**src/design/bcm_pkg.sv**
```systemverilog
package bcm_pkg;
	localparam int unsigned MV_W = 15;
	localparam logic [15:0] MV_MAX = 16'd32767;
	localparam logic [15:0] JUMP_MV = 16'd5000;
	localparam logic [9:0] ADC_MID = 10'd511;
	localparam logic [22:0] CUR_NUM = 23'd5000000;
	localparam logic [9:0] ADC_FULL = 10'd1023;
	localparam logic [14:0] CUR_MIN_MA = 15'd40;
	localparam logic [15:0] CHG_MIN_MV = 16'd5000;
	localparam int unsigned NUM_W = 32;
	localparam int unsigned DEN_W = 20;

	localparam int unsigned REG_BAT_SCALE = 0;
	localparam int unsigned REG_CHG_SCALE = 1;
	localparam int unsigned REG_SENS = 2;

	// commands from controller to datapath
	typedef struct packed {
		logic load;      // latch input item, start
		logic chan_bat;  // battery channel update step
		logic chan_chg;  // charge channel update step
		logic div_step;  // one restoring division step
		logic avg_load;  // load averaging division
		logic avg_sel;   // 0 battery, 1 charge
		logic avg_done;  // write average quotient
		logic cur_load;  // load current division
		logic finish;    // current result and capacity update
	} bcm_cmd_t;

	typedef struct packed {
		logic bat_jump;
		logic chg_jump;
	} bcm_sts_t;
endpackage

```
**src/design/bcm_ram.sv**
```systemverilog
module bcm_ram #(
	parameter int WIDTH = 16,
	parameter int DEPTH = 8
) (
	input  logic clk,
	input  logic we,
	input  logic [$clog2(DEPTH > 1 ? DEPTH : 2)-1:0] waddr,
	input  logic [WIDTH-1:0] wdata,
	input  logic [$clog2(DEPTH > 1 ? DEPTH : 2)-1:0] raddr,
	output logic [WIDTH-1:0] rdata
);
	logic [WIDTH-1:0] mem_q [DEPTH];

	// single write, registered read
	always_ff @(posedge clk) begin
		if (we)
			mem_q[waddr] <= wdata;
		rdata <= mem_q[raddr];
	end
endmodule

```
**src/design/bcm_ctrl.sv**
```systemverilog
module bcm_ctrl (
	input  logic clk,
	input  logic arst_n,
	input  logic in_fire,
	input  logic out_fire,
	input  bcm_pkg::bcm_sts_t sts,
	output logic busy,
	output logic out_valid,
	output bcm_pkg::bcm_cmd_t cmd
);
	localparam logic [3:0] S_IDLE = 4'd0, S_READ = 4'd1, S_BAT = 4'd2, S_CHG = 4'd3,
		S_AVG_B = 4'd4, S_DIV_B = 4'd5, S_AVG_C = 4'd6, S_DIV_C = 4'd7,
		S_CUR = 4'd8, S_DIV_I = 4'd9, S_FIN = 4'd10, S_OUT = 4'd11;

	logic [3:0] state_q;
	logic [5:0] cnt_q;

	// sequencer
	always_ff @(posedge clk or negedge arst_n) begin
		if (!arst_n) begin
			state_q <= S_IDLE;
			cnt_q <= '0;
		end else begin
			cnt_q <= cnt_q + 6'd1;
			case (state_q)
				S_IDLE: if (in_fire) state_q <= S_READ;
				S_READ: state_q <= S_BAT;
				S_BAT: state_q <= S_CHG;
				S_CHG: state_q <= sts.bat_jump ? (sts.chg_jump ? S_CUR : S_AVG_C) : S_AVG_B;
				S_AVG_B: begin state_q <= S_DIV_B; cnt_q <= '0; end
				S_DIV_B: if (cnt_q == 6'd22) state_q <= sts.chg_jump ? S_CUR : S_AVG_C;
				S_AVG_C: begin state_q <= S_DIV_C; cnt_q <= '0; end
				S_DIV_C: if (cnt_q == 6'd22) state_q <= S_CUR;
				S_CUR: begin state_q <= S_DIV_I; cnt_q <= '0; end
				S_DIV_I: if (cnt_q == 6'd31) state_q <= S_FIN;
				S_FIN: state_q <= S_OUT;
				S_OUT: if (out_fire) state_q <= S_IDLE;
				default: state_q <= S_IDLE;
			endcase
		end
	end

	// command decode
	always_comb begin
		cmd = '0;
		cmd.load = in_fire;
		cmd.chan_bat = (state_q == S_BAT);
		cmd.chan_chg = (state_q == S_CHG);
		cmd.avg_load = (state_q == S_AVG_B) || (state_q == S_AVG_C);
		cmd.avg_sel = (state_q == S_AVG_C) || (state_q == S_DIV_C);
		cmd.div_step = (state_q == S_DIV_B) || (state_q == S_DIV_C) || (state_q == S_DIV_I);
		cmd.avg_done = ((state_q == S_DIV_B) || (state_q == S_DIV_C)) && (cnt_q == 6'd22);
		cmd.cur_load = (state_q == S_CUR);
		cmd.finish = (state_q == S_FIN);
	end

	assign busy = (state_q != S_IDLE);
	assign out_valid = (state_q == S_OUT);
endmodule

```
**src/design/bcm_dp.sv**
```systemverilog
module bcm_dp #(
	parameter int WINDOW_LEN = 8
) (
	input  logic clk,
	input  logic arst_n,
	input  bcm_pkg::bcm_cmd_t cmd,
	output bcm_pkg::bcm_sts_t sts,
	input  logic [29:0] in_data,
	input  logic [15:0] bat_scale,
	input  logic [15:0] chg_scale,
	input  logic [9:0] sens,
	output logic [14:0] battery_mv,
	output logic [14:0] charge_mv,
	output logic [14:0] charge_ma,
	output logic [31:0] capacity_mas
);
	localparam int AW = $clog2(WINDOW_LEN > 1 ? WINDOW_LEN : 2);
	localparam int FW = $clog2(WINDOW_LEN + 1);
	localparam logic [AW-1:0] LAST_SLOT = AW'(WINDOW_LEN - 1);
	localparam logic [FW-1:0] FULL = FW'(WINDOW_LEN);

	logic [9:0] bs_q, cs_q, is_q;
	logic [15:0] bmv_q, cmv_q;
	logic [15:0] blev_q, clev_q;
	logic [21:0] bsum_q, csum_q;
	logic [FW-1:0] bfill_q, cfill_q;
	logic [AW-1:0] bslot_q, cslot_q;
	logic [31:0] cap_q;
	logic [14:0] ima_q;
	logic [15:0] bold, cold;
	logic [31:0] num_q, rem_q;
	logic [19:0] den_q;
	logic bj, cj;
	logic bjump_q, cjump_q;

	// window memories, read at current slot
	bcm_ram #(.WIDTH(16), .DEPTH(WINDOW_LEN)) u_bwin (.clk(clk),
		.we(cmd.chan_bat && !bj), .waddr(bslot_q), .wdata(bmv_q),
		.raddr(bslot_q), .rdata(bold));
	bcm_ram #(.WIDTH(16), .DEPTH(WINDOW_LEN)) u_cwin (.clk(clk),
		.we(cmd.chan_chg && !cj), .waddr(cslot_q), .wdata(cmv_q),
		.raddr(cslot_q), .rdata(cold));

	// scaling, one multiply per channel
	function automatic logic [15:0] scale_mv(input logic [9:0] s, input logic [15:0] k);
		logic [25:0] p;
		p = s * k;
		return (p[25:8] > 18'(bcm_pkg::MV_MAX)) ? bcm_pkg::MV_MAX : p[23:8];
	endfunction

	function automatic logic jump(input logic [15:0] lev, input logic [15:0] mv);
		logic [15:0] d;
		d = (lev > mv) ? lev - mv : mv - lev;
		return d > bcm_pkg::JUMP_MV;
	endfunction

	always_ff @(posedge clk) begin
		if (cmd.load) begin
			bs_q <= in_data[9:0];
			cs_q <= in_data[19:10];
			is_q <= in_data[29:20];
		end else begin
			bmv_q <= scale_mv(bs_q, bat_scale);
			cmv_q <= scale_mv(cs_q, chg_scale);
		end
	end

	// jump decisions taken against the levels before this item
	assign bj = jump(blev_q, bmv_q);
	assign cj = jump(clev_q, cmv_q);
	assign sts.bat_jump = bjump_q;
	assign sts.chg_jump = cjump_q;

	// channel state, running sums and the shared divider
	always_ff @(posedge clk or negedge arst_n) begin
		if (!arst_n) begin
			blev_q <= '0; clev_q <= '0; bsum_q <= '0; csum_q <= '0;
			bfill_q <= '0; cfill_q <= '0; bslot_q <= '0; cslot_q <= '0;
			cap_q <= '0; ima_q <= '0;
			num_q <= '0; rem_q <= '0; den_q <= '0;
			bjump_q <= 1'b0; cjump_q <= 1'b0;
		end else begin
			if (cmd.chan_bat) begin
				bjump_q <= bj;
				cjump_q <= cj;
				if (bj) blev_q <= bmv_q;
				else begin
					bsum_q <= bsum_q + 22'(bmv_q) - ((bfill_q >= FULL) ? 22'(bold) : 22'd0);
					if (bfill_q < FULL) bfill_q <= bfill_q + FW'(1);
					bslot_q <= (bslot_q == LAST_SLOT) ? '0 : bslot_q + AW'(1);
				end
			end
			if (cmd.chan_chg) begin
				if (cj) clev_q <= cmv_q;
				else begin
					csum_q <= csum_q + 22'(cmv_q) - ((cfill_q >= FULL) ? 22'(cold) : 22'd0);
					if (cfill_q < FULL) cfill_q <= cfill_q + FW'(1);
					cslot_q <= (cslot_q == LAST_SLOT) ? '0 : cslot_q + AW'(1);
				end
			end
			if (cmd.avg_load) begin
				num_q <= {cmd.avg_sel ? csum_q : bsum_q, 10'd0};
				rem_q <= '0;
				den_q <= 20'(cmd.avg_sel ? cfill_q : bfill_q);
			end else if (cmd.cur_load) begin
				num_q <= (is_q > bcm_pkg::ADC_MID)
					? (32'(is_q - bcm_pkg::ADC_MID) * 32'(bcm_pkg::CUR_NUM)) : 32'd0;
				rem_q <= '0;
				den_q <= 20'(bcm_pkg::ADC_FULL) * 20'((sens == 10'd0) ? 10'd1 : sens);
			end else if (cmd.div_step) begin
				logic [32:0] tr;
				tr = {rem_q, num_q[31]} - {13'd0, den_q};
				if (!tr[32]) begin
					rem_q <= tr[31:0];
					num_q <= {num_q[30:0], 1'b1};
				end else begin
					rem_q <= {rem_q[30:0], num_q[31]};
					num_q <= {num_q[30:0], 1'b0};
				end
			end
			// average quotient ends after 22 steps (sum in top 22 bits)
			if (cmd.avg_done) begin
				if (cmd.avg_sel) clev_q <= num_q[15:0];
				else blev_q <= num_q[15:0];
			end
			// current clamp and capacity, divide by ten via reciprocal multiply
			if (cmd.finish) begin
				logic [14:0] i;
				logic [31:0] inc;
				logic [31:0] prod;
				i = (num_q > 32'(bcm_pkg::MV_MAX)) ? 15'(bcm_pkg::MV_MAX) : num_q[14:0];
				ima_q <= i;
				prod = (32'(i) + 32'd5) * 32'd52429;
				inc = 32'(prod[31:19]);
				if (i > bcm_pkg::CUR_MIN_MA && clev_q > bcm_pkg::CHG_MIN_MV)
					cap_q <= (cap_q > ~inc) ? 32'hFFFF_FFFF : cap_q + inc;
			end
		end
	end

	assign battery_mv = blev_q[14:0];
	assign charge_mv = clev_q[14:0];
	assign charge_ma = ima_q;
	assign capacity_mas = cap_q;
endmodule

```
**src/design/battery_charge_monitor_core.sv**
```systemverilog
// Battery charge monitor: takes one transfer of three 10-bit ADC samples and returns
// filtered battery and charge voltages, charge current and the capacity counter.
// One item at a time: s_tready is low from the accepting edge until the result transfer.
// m_tvalid rises sooner after the input transfer when both voltages jump than when both
// are averaged, set by the shared restoring divider (each voltage average and then the
// current, one quotient bit a cycle); the controller returns to idle after each result
// transfer, and the core takes no new item while it is busy or the output stalls.
// Windows are small RAMs guarded by fill counts; no clearing pass is needed.
module battery_charge_monitor_core #(
	parameter int WINDOW_LEN = 8
) (
	input  logic clk,
	input  logic arst_n,
	input  logic s_tvalid,
	output logic s_tready,
	input  logic [31:0] s_tdata,  // battery_sample, charge_sample, current_sample, pad
	output logic m_tvalid,
	input  logic m_tready,
	output logic [79:0] m_tdata,  // battery_mv, charge_mv, charge_ma, capacity_mas, pad
	input  logic cfg_we,
	input  logic [1:0] cfg_index,
	input  logic [15:0] cfg_data
);
	logic [15:0] bat_scale_q, chg_scale_q;
	logic [9:0] sens_q;
	logic busy;
	bcm_pkg::bcm_cmd_t cmd;
	bcm_pkg::bcm_sts_t sts;
	logic [14:0] bmv, cmv, ima;
	logic [31:0] cap;

	// configuration registers
	always_ff @(posedge clk or negedge arst_n) begin
		if (!arst_n) begin
			bat_scale_q <= 16'd12800;
			chg_scale_q <= 16'd12800;
			sens_q <= 10'd185;
		end else if (cfg_we) begin
			case (32'(cfg_index))
				bcm_pkg::REG_BAT_SCALE: bat_scale_q <= cfg_data;
				bcm_pkg::REG_CHG_SCALE: chg_scale_q <= cfg_data;
				bcm_pkg::REG_SENS: sens_q <= cfg_data[9:0];
				default: ;
			endcase
		end
	end

	assign s_tready = !busy;

	bcm_ctrl u_ctrl (.clk(clk), .arst_n(arst_n), .in_fire(s_tvalid && s_tready),
		.out_fire(m_tvalid && m_tready), .sts(sts), .busy(busy),
		.out_valid(m_tvalid), .cmd(cmd));

	bcm_dp #(.WINDOW_LEN(WINDOW_LEN)) u_dp (.clk(clk), .arst_n(arst_n), .cmd(cmd),
		.sts(sts), .in_data(s_tdata[29:0]), .bat_scale(bat_scale_q),
		.chg_scale(chg_scale_q), .sens(sens_q), .battery_mv(bmv), .charge_mv(cmv),
		.charge_ma(ima), .capacity_mas(cap));

	assign m_tdata = {3'd0, cap, ima, cmv, bmv};
endmodule

```
**config.mk**
```make
export PLATFORM = sky130hd
export DESIGN_NAME = battery_charge_monitor_core
export DESIGN_NICKNAME = d
export VERILOG_FILES = /design/src/design/bcm_pkg.sv /design/src/design/bcm_ram.sv /design/src/design/bcm_ctrl.sv /design/src/design/bcm_dp.sv /design/src/design/battery_charge_monitor_core.sv
export SDC_FILE = /design/constraint.sdc
export NUM_CORES = 2
export LEC_CHECK = 0
export ABC_AREA = 0
export BUFFER_PORTS_ARGS = -buffer_cell sky130_fd_sc_hd__clkbuf_2
export CAP_MARGIN = 25
export CORE_UTILIZATION = 50
export CTS_BUF_LIST = sky130_fd_sc_hd__clkbuf_2 sky130_fd_sc_hd__clkbuf_4 sky130_fd_sc_hd__clkbuf_8
export DETAILED_ROUTE_END_ITERATION = 12
export GPL_TIMING_DRIVEN = 1
export PLACE_DENSITY = 0.63
export SLEW_MARGIN = 20
export SYNTH_ARGS = -nofsm -noshare
export SYNTH_HDL_FRONTEND = slang
export SYNTH_HIERARCHICAL = 1
export SYNTH_SLANG_ARGS = --single-unit
```
**constraint.sdc**
```tcl
create_clock -name clk -period 11.87 [get_ports clk]
set_input_delay 1.187 -clock clk [delete_from_list [all_inputs] [get_ports clk]]
set_output_delay 1.187 -clock clk [all_outputs]
set_load 0.02 [all_outputs]
```
Word-level counts from Yosys, hierarchy flattened
Memory sizes are Yosys's and may differ from the RTL's. A register that Yosys moved wholly into a read port is not among the register bits.
Cells that the tools add are included.

operators by class
  multiplexer cells = 43
  multiply operators = 5
  $lt $le $gt $ge = 15
  equality and inequality tests = 22
  bitwise logic cells = 3
  add/subtract/negate cells = 17
  reductions and logical operators = 29

operators by type and width
  operator                                                                           number
  32-bit two-way mux                                                                 9
  16-bit two-way mux                                                                 12
  16-bit subtractor                                                                  4
  10-bit by 16-bit multiplier with 26-bit output                                     2
  16-bit by 13-bit greater-than comparator with 1-bit output, second input constant  3
  4-bit one-hot mux with 12 select lines                                             1
  22-bit by 16-bit adder with 22-bit output                                          2
  22-bit subtractor                                                                  2
  20-bit two-way mux                                                                 2
  18-bit by 15-bit greater-than comparator with 1-bit output, second input constant  2
  33-bit by 20-bit subtractor with 33-bit output                                     1
  32-bit by 13-bit adder with 32-bit output                                          1
  16-bit greater-than comparator                                                     2
  32-bit by 15-bit greater-than comparator with 1-bit output, second input constant  1
  32-bit greater-than comparator                                                     1
  32-bit by 16-bit multiplier with 32-bit output, second input constant              1
  32-bit by 17-bit multiplier with 26-bit output, second input constant              1
  4-bit two-way mux                                                                  8
  13-bit NOT with 32-bit output                                                      1
  22-bit two-way mux                                                                 1
  10-bit by 20-bit multiplier with 20-bit output, first input constant               1
  15-bit by 3-bit adder with 16-bit output, second input constant                    1
  4-bit by 3-bit equality test with 1-bit output, second input constant              4
  4-bit equality test, second input constant                                         4
  34 further kinds                                                                   67

word-level totals
  RAM bits = 256
  input bits = 55
  bits in registers = 337
  memories kept = 2
  logic and storage cells = 161
  output and inout port bits = 82

memories
  name               words  bits a word  rd ports  clocked after memory_dff  write ports  RTL line       RTL
  u_dp.u_bwin.mem_q  8      16           1         1                         1            bcm_ram.sv:12  logic [WIDTH-1:0] mem_q [DEPTH];
  u_dp.u_cwin.mem_q  8      16           1         1                         1            bcm_ram.sv:12

Depth between registers and ports, before layout
  depth after elaboration = 7
  mapped depth = 48

Cells and area by module
The synthesis kept the hierarchy.

by module, submodules not included
  module                       cells an instance  area each (um2)  times used
  bcm_dp                       4532               40438.8          1
  bcm_ram                      214                5293.8           2
  battery_charge_monitor_core  97                 1641.6           1
  bcm_ctrl                     80                 678.2            1

Worst setup path after synthesis
Ideal clock, no wire load.

  path type = flip-flop to flip-flop
  start point = reg u_dp.num_q[22]
  end point = reg u_dp.cap_q[27] (netlist: u_dp/capacity_mas[27])
  period minus slack after synthesis = 10.273 ns
  data required time = 11.787 ns
  data arrival time = 10.191 ns
  setup slack = 1.597 ns
  cell stages (with the launch flop) = 43
  buffers on the path = 3
  cells stage by stage = dfrtp_1 -> nor4_1 -> nand4_1 -> or4_1 -> clkbuf_1 -> buf_1 -> nor2_1 -> inv_1 -> ha_1 -> o21ai_0 -> nor3_1 -> xnor2_1 -> nor2_1 -> ha_1 -> inv_1 -> fa_1 -> inv_1 -> fa_1 -> [... 7 more ...] -> nor2b_1 -> nand3_1 -> o2111ai_1 -> a21boi_0 -> o21ai_0 -> a21boi_0 -> o21a_1 -> o21a_1 -> nor2_1 -> xnor2_1 -> ha_1 -> and3_1 -> nand3_1 -> o311ai_0 -> a2111oi_0 -> nand2_1 -> clkbuf_1 -> o21ai_0

between the ends
  longest elaborated chain between the ends = 7

ends and longest elaborated chain
  item                                                            RTL line       RTL
  start, declared                                                 bcm_dp.sv:31   logic [31:0] num_q, rem_q;
  start signal, assigned                                          bcm_dp.sv:102  num_q <= {cmd.avg_sel ? csum_q : bsum_q, 10'd0};
  start signal, assigned                                          bcm_dp.sv:106  num_q <= (is_q > bcm_pkg::ADC_MID)
  start signal, assigned                                          bcm_dp.sv:115  num_q <= {num_q[30:0], 1'b1};
  32-bit by 15-bit greater-than comparator with 1-bit output (*)  bcm_dp.sv:131  i = (num_q > 32'(bcm_pkg::MV_MAX)) ? 15'(bcm_pkg::MV_MAX) : num_q[14:0];
  15-bit two-way mux (*)                                          bcm_dp.sv:131
  15-bit by 3-bit adder with 16-bit output                        bcm_dp.sv:133  prod = (32'(i) + 32'd5) * 32'd52429;
  32-bit by 16-bit multiplier with 32-bit output                  bcm_dp.sv:133
  13-bit NOT with 32-bit output                                   bcm_dp.sv:136  cap_q <= (cap_q > ~inc) ? 32'hFFFF_FFFF : cap_q + inc;
  32-bit greater-than comparator                                  bcm_dp.sv:136
  32-bit two-way mux                                              bcm_dp.sv:136
  end signal, assigned                                            bcm_dp.sv:136
  end, declared                                                   bcm_dp.sv:28   logic [31:0] cap_q;

Every way passes the cells marked *; elsewhere a longest branch is shown, timed or not.
A chain may end at the register's enable or synchronous reset.

Worst setup path in the final report
  start point = reg u_dp.num_q[31]
  end point = reg u_dp.cap_q[31] (netlist: u_dp/capacity_mas[31])

The elaborated chain is that of the path after synthesis.

==> metrics.md <==
| Metric | Value |
|---|---|
| Status | `finished with violations` |
| Failing checks | `design-rule violations` |
| Post-route DRC | `12` |
| Routed Antenna Nets | `0` |
| Max-slew violation count | `0` |
| Starting Density | `50.5%` |
| Critical Path AT | `11.88 ns` |
| Tcrit/Tclk final | `94.6%` |
| Post-synth EDFFs | `318` |
| Multi-input gate area | `32300 µm²` |
| DR vias | `36700` |
| Initial antenna violation count | `5` |
| Async S/R FF share, synth | `44.0%` |
| Largest family of logic cells by synthesized area | `adder cells` |
| CTS Buf Count | `111` |
| Min cycle time layout | `11.22 ns` |
| Kind of critical path | `reg -> reg` |
| Register area share after synthesis | `32.0%` |
| Synth-to-Final Area Change | `8.19%` |
| Reg2Reg Depth | `40` |
| Total routed wirelength | `132 mm` |
| Clock H-tree levels | `3` |
| Required @ worst endpoint | `12.52 ns` |
| IO Pins | `137` |
| Ys flop type | `edfxtp_1` |
| Top-count cell post-synth | `inv_1` |
| Final Hold Viols | `0` |
| R2r setup slk | `0.65 ns` |
| Routed len/inst | `19.7 µm` |
| DP HPWL | `98.6 mm` |
| Layout cells sized above 1 | `10.5%` |
| Global Route Usage Sum | `24.6%` |
| Mux cell area share after synthesis | `6.00%` |
| HP Class | `in -> async` |
| CP endpoint kind | `register` |
| CP Max Fanout | `16` |
| #FFs+latches synth | `625` |
| Routability cong. | `0.917` |
| Setup crit start kind | `register` |
| CORE AREA | `106000 µm²` |
| Clock transition at the registers of the reported paths | `0.06 ns` |
| First-pass GRT wire length | `207 mm` |
| Post-synthesis simple-gate area fraction | `11.5%` |
| Setup TNS | `0 ns` |
| # fillers | `9257` |
| Max Cap Viol | `0` |
| Commonest cells post-synth | `766 x inv_1, 568 x ha_1, 425 x fa_1, 397 x nand2_1, 318 x edfxtp_1` |
| Maximum root-to-sink buffer count | `3` |
| Clock root buffer master | `clkbuf_8` |
| Die Y-Extent | `329 µm` |
| Synth Area in Compound Gates | `9.82%` |
| Register Area | `17100 µm²` |
| Unrepaired setup endpoints after global routing | `no` |
| Post-synthesis xor/xnor area fraction | `3.81%` |
| Post-synth cell types | `109` |
| Mapped Area | `53300 µm²` |
| Post-CTS Setup Inserts | `0` |
| Synth Area in Adders | `29.3%` |
| Number of global-route vias before repair | `36600` |
| CP max stage cell | `or4_1` |
| Top cells by area, synth | `edfxtp_1 18%, fa_1 16%, ha_1 13%` |
| # nets final | `6250` |
| Initial drt markers | `2182` |
| Slew @ Worst Pin | `1.01 ns` |
| Synth warnings | `6` |
| Clk_lat worst skew | `0.77 ns` |
| Yosys top cell area share | `17.9%` |
| Die ar. | `108000 µm²` |
| Clock sink count | `625` |
| Avg Inst Size Synth | `10.4 µm²` |
| Row count | `119` |
| Maximum number of pins on one net before global-route repair | `155` |
| Slew headroom | `32.7%` |
| FF-to-FF End | `u_dp/capacity_mas[31]` |
| Final setup viols | `0` |
| Vias per cell | `5.48` |
| I/O Buffers | `131` |
| Overflow after GRT | `0` |
| Final Skew | `0.0260 ns` |
| Yosys top cell by area | `edfxtp_1` |
| Worst path max stage delay | `0.82 ns` |
| Mapped Cells | `5137` |
| Die Wd | `329 µm` |
| Initial DRT Pass Iterations | `10` |
| CTS tree | `yes` |
| Worst r2r src | `u_dp/num_q[31]` |
| Peak Freq | `89.1 MHz` |
logic make-up after synthesis:
logic type	count (synthesis)
other cells	2
fa+ha+maj	993
compound gates	825
mux	206
xor+xnor	231
flops	625
simple gates	1253
buf+inv	1002
cell type report:
type / count / share of cell area, %
inverters: 766 / 4.98
clock inverters: 63 / 1.19
clock buffers: 149 / 3.27
well taps: 1391 / 3.02
diodes: 1 / 0.00434
repair buffers: 185 / 1.88
multi-input cells: 3513 / 56.0
flip-flops and latches: 625 / 29.6
flip-flops by register name, summed over array words and instances (netlist names), 15 cells and up:
name,flops
u_dp/u_bwin/mem_q,128
u_dp/u_cwin/mem_q,128
u_dp/capacity_mas,32
u_dp/num_q,32
u_dp/rem_q,32
u_dp/bsum_q,22
u_dp/csum_q,22
u_dp/den_q,20
bat_scale_q,16
chg_scale_q,16
u_dp/blev_q,16
u_dp/bmv_q,16
u_dp/clev_q,16
u_dp/cmv_q,16
u_dp/u_bwin/rdata,16
u_dp/u_cwin/rdata,16
u_dp/charge_ma,15
worst max-delay path by stage:
| stage | startpoint | end | depth (start not counted) |
|---|---|---|---|
| after floorplan | u_dp/num_q[22] | u_dp/capacity_mas[27] | 42 |
| after global placement | u_dp/num_q[31] | u_dp/capacity_mas[29] | 40 |
| after detailed placement | u_dp/num_q[15] | u_dp/capacity_mas[29] | 40 |
| after CTS | u_dp/num_q[31] | u_dp/capacity_mas[29] | 40 |
| after global routing | u_dp/num_q[31] | u_dp/capacity_mas[26] | 42 |
| final | u_dp/num_q[31] | u_dp/capacity_mas[31] | 40 |
per-stage QoR:
stage	cells	worst slack, ns	cell area, µm²	hold slack, ns	util, %
2_1_floorplan	5140	1.60	53400	0.436	-
3_3_place_gp	6480	0.646	55100	0.449	52.2
3_5_place_dp	6480	0.530	55100	0.452	52.2
4_1_cts	6692	0.467	57700	0.414	54.6
5_1_grt	6693	0.0373	57700	0.480	54.7
6_report	6693	0.645	57700	0.451	54.7
routing by layer:
layer	GRT usage, %	share of wire [%]	up-vias
li1	-	-	17500
met1	35.0	47	18200
met2	39.6	46	856
met3	3.30	5.0	164
met4	6.71	2.0	0
met5	0	0	-
worst max-delay path, delay by kind of cell (launching register included):
family	cells	cell delay [ns]
muxes	1	0.27
DFF	1	0.44
adders and majority gates	9	3.72
AOI/OAI and AO/OA	10	2.86
buffers and inverters	5	0.30
xor gates and xnor gates	2	0.15
and+or+nand+nor	13	3.36
placed cells by master (no fill, tap or decap), types with 45 or more instances in the layout:
cell      count
nand2b_1     45
mux2_2       84
mux2i_1      50
a21oi_1     241
mux4_1       56
nand3_1      50
buf_4        53
and2_1      182
o21ai_0     199
nand2_1     396
nor2_1      313
edfxtp_1    318
xor2_1       98
xnor2_1     131
nor3_1       50
clkbuf_8    123
dfrtp_1     262
inv_1       766
fa_1        425
ha_1        568
clkbuf_2    130
a21o_1       62
timing repair:
item,4_1_cts,5_1_grt
gates resized for setup,0,2
hold buffers,0,0
endpoints found under the setup margin,0,18
endpoints found under the hold margin,0,0
Power is left out: the tool's default activity adds up to more than one toggle a clock period on the data nets, which glitch-free logic cannot reach.
